[config.mk]
export PLATFORM = sky130hd
export DESIGN_NAME = radial_color_wave_pixel
export DESIGN_NICKNAME = d
export VERILOG_FILES = /design/src/rtl/core/rcw_pkg.sv /design/src/rtl/core/rcw_dist.sv /design/src/rtl/core/rcw_isqrt.sv /design/src/rtl/core/rcw_color.sv /design/src/rtl/core/radial_color_wave_pixel.sv
export SDC_FILE = /design/constraint.sdc
export NUM_CORES = 1
export LEC_CHECK = 0
export BUFFER_PORTS_ARGS = -buffer_cell sky130_fd_sc_hd__buf_2
export CAP_MARGIN = 20
export CORE_ASPECT_RATIO = 0.9
export CORE_MARGIN = 2
export CORE_UTILIZATION = 65
export CTS_CLUSTER_DIAMETER = 200
export DETAILED_ROUTE_END_ITERATION = 10
export GPL_ROUTABILITY_DRIVEN = 0
export PLACE_DENSITY = 0.89
export SLEW_MARGIN = 20
export SYNTH_ARGS = -nofsm -noshare
export SYNTH_HDL_FRONTEND = slang
export SYNTH_SLANG_ARGS = --single-unit
[constraint.sdc]
create_clock -name i_clk -period 13.1 [get_ports i_clk]
set_input_delay 0.655 -clock i_clk [delete_from_list [all_inputs] [get_ports i_clk]]
set_output_delay 0.655 -clock i_clk [all_outputs]
set_load 0.02 [all_outputs]
[src/rtl/core/rcw_pkg.sv]
// Shared widths, wheel constants and color mode codes for the radial
// color wave pixel generator. No dependencies.
`default_nettype none

package rcw_pkg;

    // Item field widths
    localparam int COORD_W  = 4;
    localparam int CTR_W    = 8;
    localparam int PHASE_W  = 6;
    localparam int CHAN_W   = 4;
    localparam int MODE_W   = 3;

    // Datapath widths
    localparam int DIFF_W   = 8;            // |pixel*16 - center|, Q4.4
    localparam int PROD_W   = 2 * DIFF_W;   // one square
    localparam int SQ_W     = PROD_W + 1;   // dx^2 + dy^2, Q9.8
    localparam int NINE_W   = SQ_W + 4;     // 9 * d2
    localparam int FRAC_DROP = 8;           // floor(sqrt(x)/16) = isqrt(x >> 8)
    localparam int RAD_W    = NINE_W - FRAC_DROP;
    localparam int ROOT_W   = (RAD_W + 1) / 2;
    localparam int REM_W    = ROOT_W + 3;
    localparam int SUM_W    = 8;            // root + phase, at most 130
    localparam int STEP_W   = 6;

    // Wheel geometry
    localparam int WHEEL_STEPS = 48;
    localparam int SEG_LEN     = WHEEL_STEPS / 3;

    // Color mode register codes
    typedef enum logic [MODE_W-1:0] {
        MODE_RED   = 3'd0,
        MODE_GREEN = 3'd1,
        MODE_BLUE  = 3'd2,
        MODE_WHITE = 3'd3,
        MODE_RGB   = 3'd4
    } t_color_mode;

endpackage

`default_nettype wire

[src/rtl/core/rcw_dist.sv]
// Squared distance front end: offset, squares and the 9x scale that feeds
// the square root. Three pipeline stages. Depends on rcw_pkg.
`default_nettype none

module rcw_dist
    import rcw_pkg::*;
(
    input  wire logic               i_clk,
    input  wire logic               i_rst_n,
    input  wire logic               i_valid,
    output logic                    o_ready,
    input  wire logic [COORD_W-1:0] i_column,
    input  wire logic [COORD_W-1:0] i_row,
    input  wire logic [CTR_W-1:0]   i_center_x,
    input  wire logic [CTR_W-1:0]   i_center_y,
    input  wire logic [PHASE_W-1:0] i_phase,
    output logic                    o_valid,
    input  wire logic               i_ready,
    output logic [RAD_W-1:0]        o_radicand,
    output logic [PHASE_W-1:0]      o_phase
);

    logic                r_v1, r_v2, r_v3;
    logic [DIFF_W-1:0]   r_dx, r_dy;
    logic [SQ_W-1:0]     r_d2;
    logic [RAD_W-1:0]    r_rad;
    logic [PHASE_W-1:0]  r_ph1, r_ph2, r_ph3;

    logic                w_rdy1, w_rdy2, w_rdy3;
    logic [DIFF_W-1:0]   w_px, w_py, n_dx, n_dy;
    logic [PROD_W-1:0]   w_sqx, w_sqy;
    logic [SQ_W-1:0]     n_d2;
    logic [NINE_W-1:0]   w_nine;

    // A stage takes a new item when empty or when it hands its own one on
    assign w_rdy3  = !r_v3 || i_ready;
    assign w_rdy2  = !r_v2 || w_rdy3;
    assign w_rdy1  = !r_v1 || w_rdy2;
    assign o_ready = w_rdy1;

    // Stage 1: absolute offsets in Q4.4
    assign w_px = {i_column, 4'b0000};
    assign w_py = {i_row, 4'b0000};
    assign n_dx = (w_px >= i_center_x) ? (w_px - i_center_x) : (i_center_x - w_px);
    assign n_dy = (w_py >= i_center_y) ? (w_py - i_center_y) : (i_center_y - w_py);

    // Stage 2: squared distance
    assign w_sqx = r_dx * r_dx;
    assign w_sqy = r_dy * r_dy;
    assign n_d2  = SQ_W'(w_sqx) + SQ_W'(w_sqy);

    // Stage 3: 9*d2 by shift-add, fractional byte dropped
    assign w_nine = {r_d2, 3'b000} + NINE_W'(r_d2);

    always_ff @(posedge i_clk) begin
        if (!i_rst_n) begin
            r_v1 <= 1'b0;
            r_v2 <= 1'b0;
            r_v3 <= 1'b0;
        end else begin
            if (w_rdy1) r_v1 <= i_valid;
            if (w_rdy2) r_v2 <= r_v1;
            if (w_rdy3) r_v3 <= r_v2;
        end
    end

    always_ff @(posedge i_clk) begin
        if (w_rdy1 && i_valid) begin
            r_dx  <= n_dx;
            r_dy  <= n_dy;
            r_ph1 <= i_phase;
        end
        if (w_rdy2 && r_v1) begin
            r_d2  <= n_d2;
            r_ph2 <= r_ph1;
        end
        if (w_rdy3 && r_v2) begin
            r_rad <= w_nine[NINE_W-1:FRAC_DROP];
            r_ph3 <= r_ph2;
        end
    end

    assign o_valid    = r_v3;
    assign o_radicand = r_rad;
    assign o_phase    = r_ph3;

endmodule

`default_nettype wire

[src/rtl/core/rcw_isqrt.sv]
// Pipelined floor integer square root, one result bit per stage
// (restoring digit recurrence). Depends on rcw_pkg.
`default_nettype none

module rcw_isqrt
    import rcw_pkg::*;
(
    input  wire logic               i_clk,
    input  wire logic               i_rst_n,
    input  wire logic               i_valid,
    output logic                    o_ready,
    input  wire logic [RAD_W-1:0]   i_radicand,
    input  wire logic [PHASE_W-1:0] i_phase,
    output logic                    o_valid,
    input  wire logic               i_ready,
    output logic [ROOT_W-1:0]       o_root,
    output logic [PHASE_W-1:0]      o_phase
);

    localparam int PAD_W = 2 * ROOT_W;

    logic                r_v    [ROOT_W];
    logic [REM_W-1:0]    r_rem  [ROOT_W];
    logic [ROOT_W-1:0]   r_root [ROOT_W];
    logic [PAD_W-1:0]    r_rad  [ROOT_W];
    logic [PHASE_W-1:0]  r_ph   [ROOT_W];

    logic [ROOT_W:0]     w_rdy;
    logic                w_v_in    [ROOT_W];
    logic [REM_W-1:0]    w_rem_in  [ROOT_W];
    logic [ROOT_W-1:0]   w_root_in [ROOT_W];
    logic [PAD_W-1:0]    w_rad_in  [ROOT_W];
    logic [PHASE_W-1:0]  w_ph_in   [ROOT_W];

    assign w_rdy[ROOT_W] = i_ready;
    assign o_ready       = w_rdy[0];

    for (genvar k = 0; k < ROOT_W; k++) begin : g_stage
        logic [REM_W-1:0]  w_cur;
        logic [REM_W-1:0]  w_trial;
        logic              w_ge;

        // Stage inputs: the pipe entry or the previous stage
        if (k == 0) begin : g_first
            assign w_v_in[k]    = i_valid;
            assign w_rem_in[k]  = '0;
            assign w_root_in[k] = '0;
            assign w_rad_in[k]  = PAD_W'(i_radicand);
            assign w_ph_in[k]   = i_phase;
        end else begin : g_next
            assign w_v_in[k]    = r_v[k-1];
            assign w_rem_in[k]  = r_rem[k-1];
            assign w_root_in[k] = r_root[k-1];
            assign w_rad_in[k]  = r_rad[k-1];
            assign w_ph_in[k]   = r_ph[k-1];
        end

        assign w_rdy[k] = !r_v[k] || w_rdy[k+1];

        // Bring down the next bit pair, try (root << 2) | 1
        assign w_cur   = {w_rem_in[k][REM_W-3:0], w_rad_in[k][2*(ROOT_W-1-k) +: 2]};
        assign w_trial = REM_W'({w_root_in[k], 2'b01});
        assign w_ge    = (w_cur >= w_trial);

        always_ff @(posedge i_clk) begin
            if (!i_rst_n) begin
                r_v[k] <= 1'b0;
            end else if (w_rdy[k]) begin
                r_v[k] <= w_v_in[k];
            end
        end

        always_ff @(posedge i_clk) begin
            if (w_rdy[k] && w_v_in[k]) begin
                r_rem[k]  <= w_ge ? (w_cur - w_trial) : w_cur;
                r_root[k] <= {w_root_in[k][ROOT_W-2:0], w_ge};
                r_rad[k]  <= w_rad_in[k];
                r_ph[k]   <= w_ph_in[k];
            end
        end
    end

    assign o_valid = r_v[ROOT_W-1];
    assign o_root  = r_root[ROOT_W-1];
    assign o_phase = r_ph[ROOT_W-1];

endmodule

`default_nettype wire

[src/rtl/core/rcw_color.sv]
// Wheel step (mod 48), blue-red-green wheel lookup and color mode routing.
// Two stages; the second is the block's output register. Depends on rcw_pkg.
`default_nettype none

module rcw_color
    import rcw_pkg::*;
(
    input  wire logic               i_clk,
    input  wire logic               i_rst_n,
    input  wire logic [MODE_W-1:0]  i_color_mode,
    input  wire logic               i_valid,
    output logic                    o_ready,
    input  wire logic [ROOT_W-1:0]  i_root,
    input  wire logic [PHASE_W-1:0] i_phase,
    output logic                    o_valid,
    input  wire logic               i_ready,
    output logic [CHAN_W-1:0]       o_red,
    output logic [CHAN_W-1:0]       o_green,
    output logic [CHAN_W-1:0]       o_blue,
    output logic [CHAN_W-1:0]       o_white
);

    logic                r_v1, r_v2;
    logic [STEP_W-1:0]   r_step;
    logic [CHAN_W-1:0]   r_red, r_green, r_blue, r_white;

    logic                w_rdy1, w_rdy2;
    logic [SUM_W-1:0]    w_sum;
    logic [STEP_W-1:0]   n_step;
    logic [CHAN_W-1:0]   w_r, w_g, w_b;
    logic [CHAN_W-1:0]   n_red, n_green, n_blue, n_white;

    assign w_rdy2  = !r_v2 || i_ready;
    assign w_rdy1  = !r_v1 || w_rdy2;
    assign o_ready = w_rdy1;

    // Stage 1: step = (root + phase) mod 48; the sum stays below 3*48
    assign w_sum = SUM_W'(i_root) + SUM_W'(i_phase);
    always_comb begin
        if (w_sum >= SUM_W'(2 * WHEEL_STEPS)) begin
            n_step = STEP_W'(w_sum - SUM_W'(2 * WHEEL_STEPS));
        end else if (w_sum >= SUM_W'(WHEEL_STEPS)) begin
            n_step = STEP_W'(w_sum - SUM_W'(WHEEL_STEPS));
        end else begin
            n_step = STEP_W'(w_sum);
        end
    end

    // Stage 2: wheel segments blue->red, red->green, green->blue
    always_comb begin
        if (r_step < STEP_W'(SEG_LEN)) begin
            w_r = CHAN_W'(r_step);
            w_g = '0;
            w_b = CHAN_W'(STEP_W'(SEG_LEN - 1) - r_step);
        end else if (r_step < STEP_W'(2 * SEG_LEN)) begin
            w_r = CHAN_W'(STEP_W'(2 * SEG_LEN - 1) - r_step);
            w_g = CHAN_W'(r_step - STEP_W'(SEG_LEN));
            w_b = '0;
        end else begin
            w_r = '0;
            w_g = CHAN_W'(STEP_W'(3 * SEG_LEN - 1) - r_step);
            w_b = CHAN_W'(r_step - STEP_W'(2 * SEG_LEN));
        end
    end

    // Route channels by mode; unused codes give a black pixel
    always_comb begin
        n_red   = '0;
        n_green = '0;
        n_blue  = '0;
        n_white = '0;
        unique case (i_color_mode)
            MODE_RED:   n_red   = w_r;
            MODE_GREEN: n_green = w_g;
            MODE_BLUE:  n_blue  = w_b;
            MODE_WHITE: n_white = w_r;
            MODE_RGB: begin
                n_red   = w_r;
                n_green = w_g;
                n_blue  = w_b;
            end
            default: ;
        endcase
    end

    always_ff @(posedge i_clk) begin
        if (!i_rst_n) begin
            r_v1 <= 1'b0;
            r_v2 <= 1'b0;
        end else begin
            if (w_rdy1) r_v1 <= i_valid;
            if (w_rdy2) r_v2 <= r_v1;
        end
    end

    always_ff @(posedge i_clk) begin
        if (w_rdy1 && i_valid) begin
            r_step <= n_step;
        end
        if (w_rdy2 && r_v1) begin
            r_red   <= n_red;
            r_green <= n_green;
            r_blue  <= n_blue;
            r_white <= n_white;
        end
    end

    assign o_valid = r_v2;
    assign o_red   = r_red;
    assign o_green = r_green;
    assign o_blue  = r_blue;
    assign o_white = r_white;

endmodule

`default_nettype wire

[src/rtl/core/radial_color_wave_pixel.sv]
// Top level of the radial color wave pixel generator: input skid register,
// color mode register and the distance, square root and color pipeline.
// Depends on rcw_pkg, rcw_dist, rcw_isqrt and rcw_color.
`default_nettype none

// Takes one pixel request per clock while i_stall is low (column, row, Q4.4 wave
// center, phase) and returns one pixel (red, green, blue, white, 4 bits each) per
// request, in order. Throughput is one item per cycle while i_stall is low.
// An item passes through 3 distance stages, 7 square root stages (one root bit
// each) and 2 color stages, the first distance stage loading at the accepting
// edge. The skid register is out of the path while the pipe entry is free; it
// only holds an item taken while the pipe entry is full. Each stage holds its
// item while the stage after it cannot take it, so bubbles collapse, and
// o_stall comes straight from the registered skid stage. color_mode is sampled
// at the last stage, so write it only while no item is in flight.
module radial_color_wave_pixel
    import rcw_pkg::*;
(
    input  wire logic               i_clk,
    input  wire logic               i_rst_n,
    input  wire logic               i_cfg_wr_en,
    input  wire logic [MODE_W-1:0]  i_cfg_wr_data,
    input  wire logic               i_valid,
    output logic                    o_stall,
    input  wire logic [COORD_W-1:0] i_column,
    input  wire logic [COORD_W-1:0] i_row,
    input  wire logic [CTR_W-1:0]   i_center_x,
    input  wire logic [CTR_W-1:0]   i_center_y,
    input  wire logic [PHASE_W-1:0] i_phase,
    output logic                    o_valid,
    input  wire logic               i_stall,
    output logic [CHAN_W-1:0]       o_red,
    output logic [CHAN_W-1:0]       o_green,
    output logic [CHAN_W-1:0]       o_blue,
    output logic [CHAN_W-1:0]       o_white
);

    logic [MODE_W-1:0]   r_color_mode;
    logic                r_skid_v;
    logic [COORD_W-1:0]  r_sk_column, r_sk_row;
    logic [CTR_W-1:0]    r_sk_cx, r_sk_cy;
    logic [PHASE_W-1:0]  r_sk_phase;

    logic                w_src_v, w_dist_rdy;
    logic [COORD_W-1:0]  w_src_column, w_src_row;
    logic [CTR_W-1:0]    w_src_cx, w_src_cy;
    logic [PHASE_W-1:0]  w_src_phase;

    logic                w_dist_v, w_sqrt_rdy;
    logic [RAD_W-1:0]    w_rad;
    logic [PHASE_W-1:0]  w_dist_ph;
    logic                w_sqrt_v, w_color_rdy;
    logic [ROOT_W-1:0]   w_root;
    logic [PHASE_W-1:0]  w_sqrt_ph;

    // Color mode register
    always_ff @(posedge i_clk) begin
        if (!i_rst_n) begin
            r_color_mode <= MODE_RED;
        end else if (i_cfg_wr_en) begin
            r_color_mode <= i_cfg_wr_data;
        end
    end

    // Skid stage: catches an item when the pipe entry is full
    assign o_stall = r_skid_v;

    always_ff @(posedge i_clk) begin
        if (!i_rst_n) begin
            r_skid_v <= 1'b0;
        end else if (r_skid_v) begin
            if (w_dist_rdy) r_skid_v <= 1'b0;
        end else if (i_valid && !w_dist_rdy) begin
            r_skid_v <= 1'b1;
        end
    end

    always_ff @(posedge i_clk) begin
        if (!r_skid_v && i_valid && !w_dist_rdy) begin
            r_sk_column <= i_column;
            r_sk_row    <= i_row;
            r_sk_cx     <= i_center_x;
            r_sk_cy     <= i_center_y;
            r_sk_phase  <= i_phase;
        end
    end

    // Pipe entry source: the held item first
    assign w_src_v      = r_skid_v || i_valid;
    assign w_src_column = r_skid_v ? r_sk_column : i_column;
    assign w_src_row    = r_skid_v ? r_sk_row    : i_row;
    assign w_src_cx     = r_skid_v ? r_sk_cx     : i_center_x;
    assign w_src_cy     = r_skid_v ? r_sk_cy     : i_center_y;
    assign w_src_phase  = r_skid_v ? r_sk_phase  : i_phase;

    rcw_dist u_dist (
        .i_clk      (i_clk),
        .i_rst_n    (i_rst_n),
        .i_valid    (w_src_v),
        .o_ready    (w_dist_rdy),
        .i_column   (w_src_column),
        .i_row      (w_src_row),
        .i_center_x (w_src_cx),
        .i_center_y (w_src_cy),
        .i_phase    (w_src_phase),
        .o_valid    (w_dist_v),
        .i_ready    (w_sqrt_rdy),
        .o_radicand (w_rad),
        .o_phase    (w_dist_ph)
    );

    rcw_isqrt u_isqrt (
        .i_clk      (i_clk),
        .i_rst_n    (i_rst_n),
        .i_valid    (w_dist_v),
        .o_ready    (w_sqrt_rdy),
        .i_radicand (w_rad),
        .i_phase    (w_dist_ph),
        .o_valid    (w_sqrt_v),
        .i_ready    (w_color_rdy),
        .o_root     (w_root),
        .o_phase    (w_sqrt_ph)
    );

    rcw_color u_color (
        .i_clk        (i_clk),
        .i_rst_n      (i_rst_n),
        .i_color_mode (r_color_mode),
        .i_valid      (w_sqrt_v),
        .o_ready      (w_color_rdy),
        .i_root       (w_root),
        .i_phase      (w_sqrt_ph),
        .o_valid      (o_valid),
        .i_ready      (!i_stall),
        .o_red        (o_red),
        .o_green      (o_green),
        .o_blue       (o_blue),
        .o_white      (o_white)
    );

endmodule

`default_nettype wire

==> parameters.txt <==
Parameter                              Value

Worst setup path
  Total number of cells along the worst setup path    16
  Cells traversed along the worst timing path    and2_1, fa_1, fa_1, fa_1, fa_1, fa_1, inv_1, fa_1, inv_1, ha_1, and3_1, a221o_1, nor2_1, o21ai_0, or4_1, o211ai_1
  Kind of start point of the critical path    flop
  Number of cell instances on the worst register-to-register path    16
  Start of the worst register-to-register path    u_dist.r_dy[6]
  Cell type group with the largest total delay on the critical path    adder cells
  Class of the most critical setup path    flop to flop
  Terminus of the critical flop-to-flop path    u_dist.r_d2[14]
  Worst setup slack for register-to-register paths    7.08 ns
  Critical-path cell with the highest stage delay    sky130_fd_sc_hd__fa_1
  Peak per-stage delay on the critical path    0.57 ns
  Kind of end point of the critical path    flop
  Required time of the worst setup path    13.50 ns
  First element of the critical path    u_dist.r_dy[6]
  Worst-path fanout max    9
  CP most frequent cell    sky130_fd_sc_hd__fa_1
  Crit path buf inv count    2
  Arrival time of data at the critical path endpoint    6.42 ns

Routing
  Total Wirelength    31.1 mm
  Detailed-routing iteration count for the pre-antenna-repair pass    5
  Count of vias placed by the detailed router    9,761
  Vias per inst    5.93
  Post-detailed-route wirelength per cell    18.9 um
  Iter 0 DRT Violations    734
  Number of antenna-violating nets in the routed design    0
  Remaining design rule violation count    0

Global routing
  Antenna violations before repair    0
  Total routing resource utilization after global routing    24.6%
  Maximum number of pins on one net before global-route repair    42
  Grt total ovfl    0
  Wire length of the first global-routing pass    50.5 mm
  Number of global-route vias before repair    10,200

Final layout
  Net count of the finished layout    1,560
  Antenna diode instance count    0
  Area grow syn2layout    10.2%
  # fillers    1,389
  Final core utilization    72.8%
  Fraction of layout instances using a drive strength above 1    11.2%
  Final Cell Area    17,600 um^2

STA
  Fmax    166 MHz
  Ratio of final minimum period to clock period    45.9%
  Min cycle time layout    6.02 ns
  Worst slew margin relative to its limit    33.0%
  Worst clock skew    0.0167 ns
  Final setup violation count    0
  Max Transition Viols Final    0
  Final Hold Slack    0.286 ns
  Tightest Pin Transition    1.01 ns
  Count of endpoints failing hold in the final timing report    0
  Setup Total Neg Slack    0 ns
  Unrepaired setup endpoints after global routing    false

Floorplanning
  Core region area    24,300 um^2
  Die extent in y    153 um
  I/O pin cnt    56
  Number of placement rows    54
  Die X    169 um
  Initial core utilization    66.0%
  DIE AREA    25,900 um^2

CTS
  # resized after CTS    0
  Total CTS buffers    29
  H-tree depth    1
  Clk buf depth    3
  Clock tree sinks    284
  Clk Tree Root Cell    sky130_fd_sc_hd__clkbuf_16
  Post-CTS setup-driven buffer insertion count    0
  Clock slew seen by the registers of the worst setup and hold paths    0.06 ns
  Clock tree from TritonCTS    yes
  Hold buffers post-CTS    0
  Worst skew pair latency    0.57 ns

Job
  Count of maximum capacitance violations    0

Synth
  Sequential share of the synthesized area    52.6%
  Number of warning messages in the yosys log    0
  Number of distinct library cell variants in the gate-level netlist after synthesis    70
  Number of storage elements in the synthesis netlist    284
  Most common cell in the netlist    sky130_fd_sc_hd__edfxtp_1
  Biggest area consumer among synthesized cells    sky130_fd_sc_hd__edfxtp_1
  Leading cell types by count after synthesis    274 x sky130_fd_sc_hd__edfxtp_1, 153 x sky130_fd_sc_hd__inv_1, 127 x sky130_fd_sc_hd__ha_1
  Most used flip-flop cell after synthesis    sky130_fd_sc_hd__edfxtp_1
  Cell area after synthesis    16,000 um^2
  Mean area per synthesized cell    12.9 um^2
  Number of flops mapped to enable cells by yosys    274
  Synthesized instance count    1,241
  Number of nets in the synthesized netlist    1,485
  Yosys top cell area share    51.4%
  Top area cells in the synthesized netlist    sky130_fd_sc_hd__edfxtp_1 51%, sky130_fd_sc_hd__ha_1 9.9%, sky130_fd_sc_hd__fa_1 9.9%
  Async SR Flop Fraction    0%

Hold path
  Min-Delay Startpoint    i_phase[0]
  Count of cells along the worst hold path    1
  Hold worst-path end    r_sk_phase[0]
  Worst hold path class    input pin to flop

Placed design
  Post-place instance area    16,700 um^2
  Number of port buffers    55
  HPWL reported at the end of detailed placement    21.1 mm

Status
  Run status    finished clean
metrics by stage:
stage	instances	worst slack, ns
2_1_floorplan	1241	7.57
4_1_cts	1646	7.14
3_5_place_dp	1593	7.22
5_1_grt	1646	6.90
3_3_place_gp	1593	7.38
6_report	1646	7.08
cells by family (layout without fill, tap and decap cells):
family / Yosys count / after routing / synth area share (%)
multiplexers: 46 / 46 / 2.99
AND/OR/NAND/NOR: 307 / 307 / 10.1
other: 1 / 1 / 0.0234
buffers and inverters: 172 / 269 / 4.12
XOR/XNOR: 61 / 61 / 3.34
flip-flops: 284 / 284 / 52.6
AO/OA/AOI/OAI: 164 / 164 / 7.02
adder cells (fa/ha/maj): 206 / 206 / 19.8
cells in the final DEF, fill, tap and decap left out, drive strengths merged, types with 4 or more instances in the layout:
| cell | n |
|---|---|
| inv | 156 |
| fa | 79 |
| and3 | 13 |
| o21ai | 25 |
| xnor2 | 40 |
| a211oi | 7 |
| dfxtp | 10 |
| clkinv | 8 |
| nand3b | 6 |
| clkbuf | 36 |
| a21boi | 7 |
| buf | 63 |
| mux2i | 31 |
| or3 | 5 |
| nand4 | 5 |
| nor2b | 26 |
| nor3b | 5 |
| mux2 | 15 |
| a2111oi | 5 |
| nor3 | 24 |
| ha | 127 |
| a21oi | 52 |
| nor4 | 4 |
| nand3 | 17 |
| nor2 | 74 |
| nand2b | 5 |
| a21o | 15 |
| or2 | 4 |
| o21a | 23 |
| nand2 | 59 |
| xor2 | 21 |
| edfxtp | 274 |
| and2 | 47 |
flip-flops by register name (all words and copies together) (netlist names), 7 cells and up:
| register | flops |
|---|---|
| r_sk_cy | 8 |
| u_dist.o_radicand | 13 |
| u_isqrt.r_rem | 40 |
| u_isqrt.r_rad | 46 |
| u_isqrt.r_v | 7 |
| u_dist.r_d2 | 17 |
| r_sk_cx | 8 |
| u_isqrt.r_root | 24 |
| u_dist.r_dy | 8 |
| u_isqrt.r_ph | 42 |
| u_dist.r_dx | 8 |
area by class of cell:
| class | count | area [um^2] | area share (%) |
|---|---|---|---|
| clock buffer | 36 | 762 | 4.32 |
| clock inverter | 17 | 193 | 1.09 |
| inverter | 153 | 574 | 3.25 |
| multi-input combinational | 785 | 6970 | 39.5 |
| sequential | 284 | 8430 | 47.8 |
| tap | 308 | 385 | 2.18 |
| timing repair buffer | 63 | 335 | 1.90 |
worst max-delay path by stage:
stage / end / slack (ns)
detailed placement: u_dist.r_d2[14] / 7.22
global placement: u_dist.r_d2[14] / 7.38
floorplan: u_dist.r_d2[14] / 7.57
CTS: u_dist.r_d2[14] / 7.14
global route: u_dist.r_d2[14] / 6.90
finish: u_dist.r_d2[14] / 7.08
metal layers:
layer	part of all wire [%]	global-route usage [%]	wire length, um	up-vias
met2	54	46.5	16900	370
met1	37	28.3	11600	4774
met5	0	0	0	-
met4	3.6	9.08	1120	0
met3	4.9	3.44	1530	87
li1	-	-	-	4530
Power is left out: the tool's default activity adds up to more than one toggle a clock period on the data nets, which glitch-free logic cannot reach.
